`src/rtl/rgb_to_hsv_pixel_core_assert.svh`:
```
// Assertion macros for the RTL.
`ifndef RGB_TO_HSV_PIXEL_CORE_ASSERT_SVH
`define RGB_TO_HSV_PIXEL_CORE_ASSERT_SVH

// Same-cycle implication, disabled during reset.
`define RHP_ASSERT_NOW(label, clk, rst, ante, cons, msg) \
   label: assert property (@(posedge clk) disable iff (rst) (ante) |-> (cons)) \
      else $error(msg);

// Implication after a fixed number of cycles, disabled during reset.
`define RHP_ASSERT_AFTER(label, clk, rst, ante, n, cons, msg) \
   label: assert property (@(posedge clk) disable iff (rst) (ante) |-> ##n (cons)) \
      else $error(msg);

`endif

```
`src/rtl/rgbhsv_pkg.sv`:
```
`default_nettype none

package rgbhsv_pkg;

   localparam int unsigned CHAN_W = 8;
   localparam int unsigned HUE_W  = 9;
   localparam int unsigned QUO_W  = 8;
   localparam int unsigned NUM_W  = 16;

   localparam logic [HUE_W-1:0] HUE_RED_BASE   = 9'd0;
   localparam logic [HUE_W-1:0] HUE_GREEN_BASE = 9'd120;
   localparam logic [HUE_W-1:0] HUE_BLUE_BASE  = 9'd240;
   localparam logic [HUE_W-1:0] HUE_FULL       = 9'd360;

   typedef struct packed {
      logic [CHAN_W-1:0] red;
      logic [CHAN_W-1:0] green;
      logic [CHAN_W-1:0] blue;
   } rgbhsv_req_type;

   typedef struct packed {
      logic [HUE_W-1:0]  hue;
      logic [CHAN_W-1:0] saturation;
      logic [CHAN_W-1:0] brightness;
   } rgbhsv_rsp_type;

   typedef struct packed {
      logic              grey;
      logic              neg;
      logic [HUE_W-1:0]  base;
      logic [CHAN_W-1:0] hi;
      logic [CHAN_W-1:0] delta;
      logic [CHAN_W-1:0] mag;
   } rgbhsv_sel_type;

   typedef struct packed {
      logic              grey;
      logic              neg;
      logic [HUE_W-1:0]  base;
      logic [CHAN_W-1:0] bright;
      logic [NUM_W-1:0]  sat_rem;
      logic [CHAN_W-1:0] sat_den;
      logic [QUO_W-1:0]  sat_quo;
      logic [NUM_W-1:0]  hue_rem;
      logic [CHAN_W-1:0] hue_den;
      logic [QUO_W-1:0]  hue_quo;
   } rgbhsv_div_type;

endpackage

`default_nettype wire

```
`src/rtl/rgb_to_hsv_pixel_core.sv`:
```
// RGB to HSV pixel converter, 8 bits per channel.
// Request channel: drive req_pixel and raise start; the request is taken at
// any rising edge where start is high and busy is low. busy is high only
// while reset is asserted, so one pixel can enter every cycle.
// Response channel: rsp_strobe is high for exactly one cycle with rsp_pixel
// holding hue (0..359 degrees), saturation (0..255) and brightness (0..255).
// The receiver cannot stall; each response must be taken when shown.
// A pixel taken on the request port passes through 12 register stages
// before it is shown on the response ports. Throughput: one pixel per
// cycle, set by a pipeline of one input stage, one max/min select stage, one
// constant-multiply stage, eight restoring divide stages (one quotient bit
// each, saturation and hue dividers side by side) and one output stage.
// Responses come out in request order.
// Reset clears every stage valid bit; pixels in flight are dropped and no
// response appears until new requests pass through the pipeline.
`default_nettype none
`include "rgb_to_hsv_pixel_core_assert.svh"

module rgb_to_hsv_pixel_core (
   input  wire logic                       clock,
   input  wire logic                       reset,
   input  wire logic                       start,
   output logic                            busy,
   input  wire rgbhsv_pkg::rgbhsv_req_type req_pixel,
   output logic                            rsp_strobe,
   output rgbhsv_pkg::rgbhsv_rsp_type      rsp_pixel
);
   import rgbhsv_pkg::*;

   localparam int unsigned LATENCY = QUO_W + 4;

   logic              accept;
   logic              in_valid_ff;
   rgbhsv_req_type    in_pix_ff;

   logic              sel_valid_ff;
   rgbhsv_sel_type    sel_ff;
   rgbhsv_sel_type    sel_in;
   logic [CHAN_W-1:0] hi;
   logic [CHAN_W-1:0] lo;

   logic              div_valid_ff [0:QUO_W];
   rgbhsv_div_type    div_ff       [0:QUO_W];
   rgbhsv_div_type    div_in;

   logic              out_valid_ff;
   rgbhsv_rsp_type    out_ff;
   rgbhsv_rsp_type    out_in;
   rgbhsv_div_type    last;
   logic [HUE_W-1:0]  hue_quo_ext;
   logic [HUE_W-1:0]  hue_round;

   assign busy   = reset;
   assign accept = start && !busy;

   always_ff @(posedge clock) begin
      if (reset) begin
         in_valid_ff <= 1'b0;
      end else begin
         in_valid_ff <= accept;
      end
      in_pix_ff <= req_pixel;
   end

   always_comb begin
      hi = (in_pix_ff.red > in_pix_ff.green) ? in_pix_ff.red : in_pix_ff.green;
      hi = (hi > in_pix_ff.blue) ? hi : in_pix_ff.blue;
      lo = (in_pix_ff.red < in_pix_ff.green) ? in_pix_ff.red : in_pix_ff.green;
      lo = (lo < in_pix_ff.blue) ? lo : in_pix_ff.blue;
      sel_in.hi    = hi;
      sel_in.delta = hi - lo;
      sel_in.grey  = (hi == lo);
      if (in_pix_ff.red == hi) begin
         sel_in.neg  = in_pix_ff.green < in_pix_ff.blue;
         sel_in.mag  = sel_in.neg ? in_pix_ff.blue - in_pix_ff.green
                                  : in_pix_ff.green - in_pix_ff.blue;
         sel_in.base = sel_in.neg ? HUE_FULL : HUE_RED_BASE;
      end else if (in_pix_ff.green == hi) begin
         sel_in.neg  = in_pix_ff.blue < in_pix_ff.red;
         sel_in.mag  = sel_in.neg ? in_pix_ff.red - in_pix_ff.blue
                                  : in_pix_ff.blue - in_pix_ff.red;
         sel_in.base = HUE_GREEN_BASE;
      end else begin
         sel_in.neg  = in_pix_ff.red < in_pix_ff.green;
         sel_in.mag  = sel_in.neg ? in_pix_ff.green - in_pix_ff.red
                                  : in_pix_ff.red - in_pix_ff.green;
         sel_in.base = HUE_BLUE_BASE;
      end
   end

   always_ff @(posedge clock) begin
      if (reset) begin
         sel_valid_ff <= 1'b0;
      end else begin
         sel_valid_ff <= in_valid_ff;
      end
      sel_ff <= sel_in;
   end

   // 255*delta and 60*mag by shift and subtract
   always_comb begin
      div_in.grey    = sel_ff.grey;
      div_in.neg     = sel_ff.neg;
      div_in.base    = sel_ff.base;
      div_in.bright  = sel_ff.hi;
      div_in.sat_rem = (NUM_W'(sel_ff.delta) << 8) - NUM_W'(sel_ff.delta);
      div_in.sat_den = sel_ff.hi;
      div_in.sat_quo = '0;
      div_in.hue_rem = (NUM_W'(sel_ff.mag) << 6) - (NUM_W'(sel_ff.mag) << 2);
      div_in.hue_den = sel_ff.delta;
      div_in.hue_quo = '0;
   end

   always_ff @(posedge clock) begin
      if (reset) begin
         div_valid_ff[0] <= 1'b0;
      end else begin
         div_valid_ff[0] <= sel_valid_ff;
      end
      div_ff[0] <= div_in;
   end

   for (genvar k = 0; k < QUO_W; k++) begin : g_div
      localparam int unsigned SH = QUO_W - 1 - k;
      logic [NUM_W-1:0] sat_trial;
      logic [NUM_W-1:0] hue_trial;
      rgbhsv_div_type   step_in;

      assign sat_trial = NUM_W'(div_ff[k].sat_den) << SH;
      assign hue_trial = NUM_W'(div_ff[k].hue_den) << SH;

      always_comb begin
         step_in = div_ff[k];
         if (div_ff[k].sat_rem >= sat_trial) begin
            step_in.sat_rem     = div_ff[k].sat_rem - sat_trial;
            step_in.sat_quo[SH] = 1'b1;
         end
         if (div_ff[k].hue_rem >= hue_trial) begin
            step_in.hue_rem     = div_ff[k].hue_rem - hue_trial;
            step_in.hue_quo[SH] = 1'b1;
         end
      end

      always_ff @(posedge clock) begin
         if (reset) begin
            div_valid_ff[k+1] <= 1'b0;
         end else begin
            div_valid_ff[k+1] <= div_valid_ff[k];
         end
         div_ff[k+1] <= step_in;
      end
   end

   // negative offset floors: base - ceil(60*mag/delta)
   always_comb begin
      last        = div_ff[QUO_W];
      hue_quo_ext = HUE_W'(last.hue_quo);
      hue_round   = HUE_W'(last.hue_rem != '0);
      out_in.brightness = last.bright;
      if (last.grey) begin
         out_in.hue        = '0;
         out_in.saturation = '0;
      end else begin
         out_in.hue        = last.neg ? last.base - hue_quo_ext - hue_round
                                      : last.base + hue_quo_ext;
         out_in.saturation = last.sat_quo;
      end
   end

   always_ff @(posedge clock) begin
      if (reset) begin
         out_valid_ff <= 1'b0;
      end else begin
         out_valid_ff <= div_valid_ff[QUO_W];
      end
      out_ff <= out_in;
   end

   assign rsp_strobe = out_valid_ff;
   assign rsp_pixel  = out_ff;

   `RHP_ASSERT_NOW(a_hue_range, clock, reset, rsp_strobe, rsp_pixel.hue < HUE_FULL, "hue out of range")
   `RHP_ASSERT_NOW(a_grey_hue, clock, reset, rsp_strobe && rsp_pixel.saturation == '0, rsp_pixel.hue == '0, "grey pixel with nonzero hue")
   `RHP_ASSERT_AFTER(a_latency, clock, reset, accept, LATENCY, rsp_strobe, "request lost in pipeline")
   `RHP_ASSERT_NOW(a_no_spurious, clock, reset, rsp_strobe, $past(accept, LATENCY), "response without request")

endmodule

`default_nettype wire
```
`config.mk`:
```
export PLATFORM = sky130hd
export DESIGN_NAME = rgb_to_hsv_pixel_core
export DESIGN_NICKNAME = d
export VERILOG_FILES = /design/src/rtl/rgbhsv_pkg.sv /design/src/rtl/rgb_to_hsv_pixel_core.sv
export VERILOG_INCLUDE_DIRS = /design/src /design/src/rtl
export SDC_FILE = /design/constraint.sdc
export NUM_CORES = 1
export LEC_CHECK = 0
export BUFFER_PORTS_ARGS = -buffer_cell sky130_fd_sc_hd__buf_2
export CAP_MARGIN = 20
export CORE_UTILIZATION = 30
export DETAILED_ROUTE_END_ITERATION = 10
export SKIP_CTS_REPAIR_TIMING = 1
export SLEW_MARGIN = 20
export SYNTH_ARGS = -nofsm -noshare
export SYNTH_HDL_FRONTEND = slang
export SYNTH_SLANG_ARGS = --single-unit
```
`constraint.sdc`:
```
create_clock -name clock -period 8.57 [get_ports clock]
set_clock_uncertainty 0.05 [all_clocks]
set_input_delay 1.2855 -clock clock [delete_from_list [all_inputs] [get_ports clock]]
set_output_delay 1.2855 -clock clock [all_outputs]
set_load 0.005 [all_outputs]
```
==> key figures, run 1 <==
Yosys
  – Ranking of synthesized cells by area: sky130_fd_sc_hd__dfxtp_1 (49%), sky130_fd_sc_hd__ha_1 (11%), sky130_fd_sc_hd__inv_1 (4.2%)
  – Mapped Nets: 2,745
  – Cell area after technology mapping: roughly 25,000 sq um
  – Proportion of register bits with asynchronous set or reset after synthesis: 0%
  – Post-synth top flop: sky130_fd_sc_hd__dfxtp_1
  – Seq cells post-synth: 611
  – Gate Count Post-Synth: about 2,500
  – Syn. warnings: 0
  – Share of Yosys cell area claimed by the top area cell type: around 50%
  – Number of enable flip-flop cells after synthesis: 0
  – Synth area leader: sky130_fd_sc_hd__dfxtp_1
  – Post-synthesis cell type count: 87
  – Register area share after synthesis: 49.17%
  – Post-Synthesis Mean Instance Area: between 10 and 15 sq um

Floorplan
  – Standard cell core area: a little over 80,000 sq um
  – Number of rows in the core area: 105
  – I/O pin count: 54
  – Starting Density: 30.30%
  – Die outline height: 290.0 microns
  – Total Die Area: 84,090 sq um
  – Overall die width: slightly below 300 microns

Detailed routing
  – Vias after detailed routing: 16,089
  – Number of search-and-repair iterations in the first detailed-routing pass: 4
  – Avg Vias per Cell: 4.370
  – Drt initial violations: 634
  – Remaining design rule violation count: 0
  – Routed Wire Length: 47.25 mm
  – Post-route ant nets: 0
  – Final routed wire length divided by cell count: 12.83 microns

STA
  – Normalized max-slew margin: approximately a third
  – Accumulated negative setup slack: 0 ns
  – Final worst-path cycle share: between 70 and 80%
  – Hold Worst Slack: 0.2608 ns
  – Maximum clock frequency: 165.3 MHz
  – Unrepaired setup endpoints after global routing: no
  – Tmin final: roughly 6.0 ns
  – Final Setup Violations: 0
  – Final Hold Violating Endpoints: 0
  – Slew Limit Fails: 0
  – Transition time at the pin with the least slew margin: 1.013 ns

Placed design
  – Port-buffer cells: between 50 and 60
  – Number of cells after detailed placement: 3,568
  – Placed instance area: 26,340 sq um
  – Detailed Place HPWL: roughly 37 mm
  – Last weighted congestion value of the routability-driven placer: 0.9077

Power
  – Leak Pwr: roughly 13 nW
  – Worst VDD drop: between 0.2 and 0.25 mV
  – P per Cell Area: 425.1 nW/um^2

Min path
  – Worst Min Path Start: div_ff[0][205]
  – Path class of the lowest-slack min-delay path: register to register

Setup path
  – Startpoint type of the worst setup path: register
  – Setup slack of the most critical reg-to-reg path: 2.52 ns
  – CP required: between 9 and 10 ns
  – Crit path DAT: 6.53 ns
  – Peak per-stage delay on the critical path: around 0.85 ns
  – Most repeated library cell on the critical path: sky130_fd_sc_hd__ha_1
  – Setup Crit Path Kind: register to register
  – Worst reg2reg startpoint: in_pix_ff[13]
  – Cell at the slowest stage of the critical path: sky130_fd_sc_hd__and2_1
  – Biggest fanout along the worst timing path: 23
  – Cells along the critical path: inv_1, ha_1, a21oi_2, o21ai_2, o22ai_2, mux2i_1, inv_1, ha_1, nand3_1, nor2_1, a32oi_2, and2_1, mux2_2, nand2_1, ha_1, a21oi_2, o21ai_1, a21o_1, a221oi_2, xnor2_1
  – Worst setup path start: in_pix_ff[13]
  – Worst Setup End Kind: register

Final layout
  – Layout cell share with drive strength beyond 1: 8.461%
  – Post-route cell area: 28,520 sq um
  – Final cell utilization of the core: 34.73%
  – Filler Cell Count: 8,198
  – Fin nets: 2,827
  – Most common cell after layout, fill and taps aside: sky130_fd_sc_hd__dfxtp_1
  – Most frequent cells in the layout: sky130_fd_sc_hd__dfxtp_1 (611), sky130_fd_sc_hd__inv_1 (280), sky130_fd_sc_hd__ha_1 (218)
  – Number of standard cells in the layout, taps in and fillers out: 3,682
  – Layout overhead on the synthesized area: 14.63%
  – Count of inserted antenna diode cells: 0

Run status
  – Result of the run: finished clean

Clocking
  – Insertion delay of the later-clocked pin in the worst-skew pair: roughly 0.63 ns
  – Clock Tree Buf Depth: 3
  – Clock tree sinks: 611
  – Total clock buffers created by CTS: 60
  – Clk pin slew, worst setup/hold paths: 0.06 ns
  – CTS tree: done
  – Cell chosen for the clock root: sky130_fd_sc_hd__clkbuf_16
  – Maximum level of the CTS H-tree: 2

GRT
  – Via count of the first global-routing pass: 15,886
  – Total track usage: 11.28%
  – Congestion Overflow GR: 0
  – Largest net degree at the start of global routing: 24
  – Number of antenna violations at the first check in global routing: 0
  – Wire length of the first global-routing pass: 78.65 mm

Flow run
  – Max-cap viol count: 0
-- routing by layer --
layer  GRT usage, %  vias to the layer above  share of wire, %
li1               -                     8548                 -
met1          14.15                     7252                48
met2          19.47                      206                46
met3          1.930                       83               3.3
met4          3.840                        0               2.7
met5              0                        -                 0
-- final cells by class --
class / instances / area [sq um] / area share (%)
timing repair buffer: 59 / 310.3 / 1.088
multi-input combinational: 1547 / 11410 / 40.02
inverter: 281 / 1055 / 3.698
tap: 1070 / 1339 / 4.694
clock buffer: 80 / 1688 / 5.918
clock inverter: 34 / 483.0 / 1.694
sequential: 611 / 12230 / 42.89
-- cells in the mapped netlist (5+ instances only) --
| cell type | number |
|---|---|
| sky130_fd_sc_hd__dfxtp_1 | 611 |
| sky130_fd_sc_hd__inv_1 | 280 |
| sky130_fd_sc_hd__ha_1 | 218 |
| sky130_fd_sc_hd__nor2_1 | 160 |
| sky130_fd_sc_hd__a21oi_1 | 137 |
| sky130_fd_sc_hd__nand2_1 | 128 |
| sky130_fd_sc_hd__o21ai_0 | 119 |
| sky130_fd_sc_hd__xnor2_1 | 93 |
| sky130_fd_sc_hd__xor2_1 | 77 |
| sky130_fd_sc_hd__nor2b_1 | 68 |
| sky130_fd_sc_hd__a21o_1 | 47 |
| sky130_fd_sc_hd__nor3_1 | 46 |
| sky130_fd_sc_hd__mux2i_1 | 45 |
| sky130_fd_sc_hd__nor4_1 | 35 |
| sky130_fd_sc_hd__nand2b_1 | 34 |
| sky130_fd_sc_hd__nand3_1 | 32 |
| sky130_fd_sc_hd__a21boi_0 | 26 |
| sky130_fd_sc_hd__clkbuf_1 | 25 |
| sky130_fd_sc_hd__o31ai_1 | 24 |
| sky130_fd_sc_hd__fa_1 | 22 |
| sky130_fd_sc_hd__nand4_1 | 22 |
| sky130_fd_sc_hd__mux2_2 | 18 |
| sky130_fd_sc_hd__o21ai_1 | 15 |
| sky130_fd_sc_hd__o221ai_1 | 14 |
| sky130_fd_sc_hd__a211oi_1 | 12 |
| sky130_fd_sc_hd__o21bai_1 | 12 |
| sky130_fd_sc_hd__o21a_1 | 11 |
| sky130_fd_sc_hd__or3_1 | 10 |
| sky130_fd_sc_hd__a21oi_2 | 8 |
| sky130_fd_sc_hd__and2_1 | 8 |
| sky130_fd_sc_hd__or4_1 | 7 |
| sky130_fd_sc_hd__and3_1 | 6 |
| sky130_fd_sc_hd__buf_4 | 6 |
| sky130_fd_sc_hd__nand4b_1 | 6 |
| sky130_fd_sc_hd__o31a_1 | 6 |
| sky130_fd_sc_hd__buf_2 | 5 |
-- where the power goes --
group          switching (mW)  internal (mW)
clock network            1.11           1.67
logic                    2.49           2.22
registers               0.648           3.99
total                    4.25           7.87
-- stage by stage --
stage	total power, mW	worst slack, ns
after floorplan	8.353	3.596
after global placement	9.396	2.555
after detailed placement	9.448	2.615
after CTS	12.29	2.567
after global routing	13.22	2.120
final	12.12	2.522
-- cells by family after synthesis --
group                      count (synthesis)  synth area share, %
AOI/OAI and AO/OA                        476                12.07
adders and majority gates                241                12.78
and+or+nand+nor                          591                12.00
DFF                                      611                49.17
muxes                                     68                2.932
buffers and inverters                    320                5.004
xor gates and xnor gates                 171                6.050
-- path summary, 6_finish.rpt --
path / endpoint / cells after the start
worst min register to register: div_ff[0][288] / 0
worst max register to register: div_in[14] / 20
worst max-delay path: div_in[14] / 20
worst min-delay path: div_ff[0][288] / 0
-- sequential cells by signal, indices dropped and copies added (netlist names) --
name,cells
rsp_pixel,25
rsp_strobe,1
div_valid_ff,9
sel_ff,8
sel_valid_ff,1
in_valid_ff,1
div_in,23
div_ff,519
in_pix_ff,24
-- critical path, delay by kind of cell, from the launching register on --
kind	cells	cell delay, ns
buffers and inverters	2	0.28
and+or+nand+nor	4	1.13
xor gates and xnor gates	1	0.14
AOI/OAI and AO/OA	8	2.08
DFF	1	0.45
adders and majority gates	3	0.92
muxes	2	0.93
No activity file was read; power rests on OpenSTA's default activity.
==> run 2: changes to the inputs <==
==> constraint.sdc (replaced) <==
create_clock -name clock -period 5.1 [get_ports clock]
set_clock_uncertainty 0.05 [all_clocks]
set_input_delay 0.765 -clock clock [delete_from_list [all_inputs] [get_ports clock]]
set_output_delay 0.765 -clock clock [all_outputs]
set_load 0.005 [all_outputs]
==> key figures, run 2 (synthesized netlist as in run 1, its figures left out) <==
Setup path
  – Worst Setup End Kind: register
  – Startpoint type of the worst setup path: register
  – Biggest fanout along the worst timing path: 6 (-74%)
  – Setup Crit Path Kind: register to register
  – CP required: 5.59 ns (-3.46 ns)
  – Path length in cells of the critical path: 21 (+5.0%)
  – Number of cells traversed by the worst register-to-register path: 21 (+5.0%)
  – Worst setup path start: in_pix_ff[16]
  – Most repeated library cell on the critical path: sky130_fd_sc_hd__ha_1
  – Buffer and inverter count on the worst path: 2 (unchanged)
  – Cells along the critical path: inv_1, ha_1, fa_1, nand3b_1, a21oi_4, nor2_2, buf_4, o21ai_1, ha_1, a21oi_1, o21bai_1, or4_1, o31a_1, mux2i_2, xnor2_1, ha_1, a21oi_2, o21ai_1, a21o_1, a221oi_2, xnor2_1
  – Cell at the slowest stage of the critical path: sky130_fd_sc_hd__fa_1
  – Setup slack of the most critical reg-to-reg path: 0.23 ns (-2.30 ns)
  – Reg2reg end: div_in[14]
  – Peak per-stage delay on the critical path: 0.42 ns (-0.43 ns)
  – CP top delay family: compound AO/OA/AOI/OAI gates
  – Worst reg2reg startpoint: in_pix_ff[16]
  – Crit path DAT: 5.37 ns (-1.16 ns)

Floorplan
  – Starting Density: 30.30% (unchanged)
  – Standard cell core area: 82,110 sq um (unchanged)
  – Overall die width: 290.0 microns (unchanged)
  – Number of rows in the core area: 105 (unchanged)
  – Die outline height: 290.0 microns (unchanged)
  – Total Die Area: 84,090 sq um (unchanged)
  – I/O pin count: 54 (unchanged)

Detailed routing
  – Drt initial violations: 650 (+2.5%)
  – Final routed wire length divided by cell count: 12.74 microns (-0.70%)
  – Remaining design rule violation count: 0 (unchanged)
  – Vias after detailed routing: 16,241 (+0.94%)
  – Avg Vias per Cell: 4.369 (about the same)
  – Number of search-and-repair iterations in the first detailed-routing pass: 5 (+1)
  – Post-route ant nets: 0 (unchanged)
  – Routed Wire Length: 47.36 mm (+0.25%)

Clocking
  – Clock tree sinks: 611 (unchanged)
  – Insertion delay of the later-clocked pin in the worst-skew pair: 0.64 ns (about the same)
  – Clk pin slew, worst setup/hold paths: 0.06 ns (about the same)
  – CTS tree: done
  – Maximum level of the CTS H-tree: 2 (unchanged)
  – Clock Tree Buf Depth: 3 (unchanged)
  – Total clock buffers created by CTS: 61 (+1.7%)
  – Cell chosen for the clock root: sky130_fd_sc_hd__clkbuf_16

STA
  – Slew Limit Fails: 0 (unchanged)
  – Maximum clock frequency: 205.2 MHz (+24%)
  – Final Hold Violating Endpoints: 0 (unchanged)
  – Tmin final: 4.874 ns (-1.174 ns)
  – Final Setup Violations: 0 (unchanged)
  – Normalized max-slew margin: 45.68% (+13 points)
  – Accumulated negative setup slack: 0 ns (unchanged)
  – Transition time at the pin with the least slew margin: 0.8118 ns (-0.2014 ns)
  – Final worst-path cycle share: 95.56% (+25 points)
  – Unrepaired setup endpoints after global routing: no

Power
  – Worst VDD drop: 0.3392 mV (+64%)
  – P per Cell Area: 715.3 nW/um^2 (+68%)
  – Leak Pwr: 13.11 nW (+2.0%)

Final layout
  – Count of inserted antenna diode cells: 0 (unchanged)
  – Final cell utilization of the core: 35.30% (+0.57 points)
  – Layout overhead on the synthesized area: 16.50%
  – Layout cell share with drive strength beyond 1: 10.05% (+1.6 points)
  – Most flop-heavy register: div_ff
  – Fin nets: 2,861 (+1.2%)
  – Most frequent cells in the layout: sky130_fd_sc_hd__dfxtp_1 (610), sky130_fd_sc_hd__inv_1 (280), sky130_fd_sc_hd__ha_1 (218)
  – Filler Cell Count: 8,261 (+0.77%)
  – Flip-flop count of the largest register, all copies and words added: 519 (unchanged)
  – Most common cell after layout, fill and taps aside: sky130_fd_sc_hd__dfxtp_1

Min path
  – Path class of the lowest-slack min-delay path: primary input to register
  – End point of the most critical hold path: in_pix_ff[2]
  – Hold path cells: 1 (+1)
  – Worst Min Path Start: req_pixel[2]

Flow run
  – Max-cap viol count: 0 (unchanged)

GRT
  – Congestion Overflow GR: 0 (unchanged)
  – Number of antenna violations at the first check in global routing: 1 (+1)
  – Total track usage: 11.32% (+0.037 points)
  – Via count of the first global-routing pass: 16,136 (+1.6%)
  – Largest net degree at the start of global routing: 22 (-8.3%)
  – Wire length of the first global-routing pass: 78.86 mm (+0.27%)

Placed design
  – Last weighted congestion value of the routability-driven placer: 0.8714 (-4.0%)
  – Port-buffer cells: 53 (unchanged)
  – Detailed Place HPWL: 36.29 mm (-1.3%)

Run status
  – Result of the run: finished clean
run 2: stage by stage:
step / cells / worst slack (ns) / hold WS [ns] / total power [mW] / cell area (sq um)
global route: 3717 / 0.01740 / 0.1367 / 22.59 / 28980
detailed placement: 3597 / 0.04538 / 0.2621 / 15.88 / 26560
CTS: 3713 / 0.009901 / 0.1306 / 20.99 / 28910
global placement: 3597 / 0.1141 / 0.2608 / 15.80 / 26560
floorplan: 2478 / 0.1259 / 0.2596 / 14.04 / 24880
finish: 3717 / 0.2264 / 0.1874 / 20.73 / 28980
run 2: worst max-delay path by stage:
stage	slack, ns	endpoint
after floorplan	0.13	div_in[14]
after global placement	0.11	sel_ff[2]
after detailed placement	0.05	sel_ff[1]
after CTS	0.01	sel_ff[1]
after global routing	0.02	div_in[14]
final	0.23	div_in[14]
run 2: area by class of cell:
cell class	instances	area (sq um)	area share, %
Sequential cell	611	12230	42.21
Multi-Input combinational cell	1547	11440	39.47
Clock buffer	76	1693	5.841
Tap cell	1070	1339	4.619
Inverter	281	1055	3.639
Clock inverter	40	653.1	2.253
Timing Repair Buffer	92	570.5	1.969
run 2: where the power goes:
group,switching [mW],internal (mW)
logic,4.20,3.76
clock network,1.91,3.09
registers,1.07,6.70
run 2: metal layers:
| metal | part of all wire [%] | global-route usage, % | up-vias | wire length (microns) |
|---|---|---|---|---|
| met2 | 45 | 18.97 | 243 | 21410 |
| li1 | - | - | 8627 | - |
| met3 | 4.9 | 2.673 | 110 | 2309 |
| met1 | 47 | 13.95 | 7259 | 22040 |
| met5 | 0.019 | 0 | - | 9 |
| met4 | 3.3 | 4.515 | 2 | 1586 |
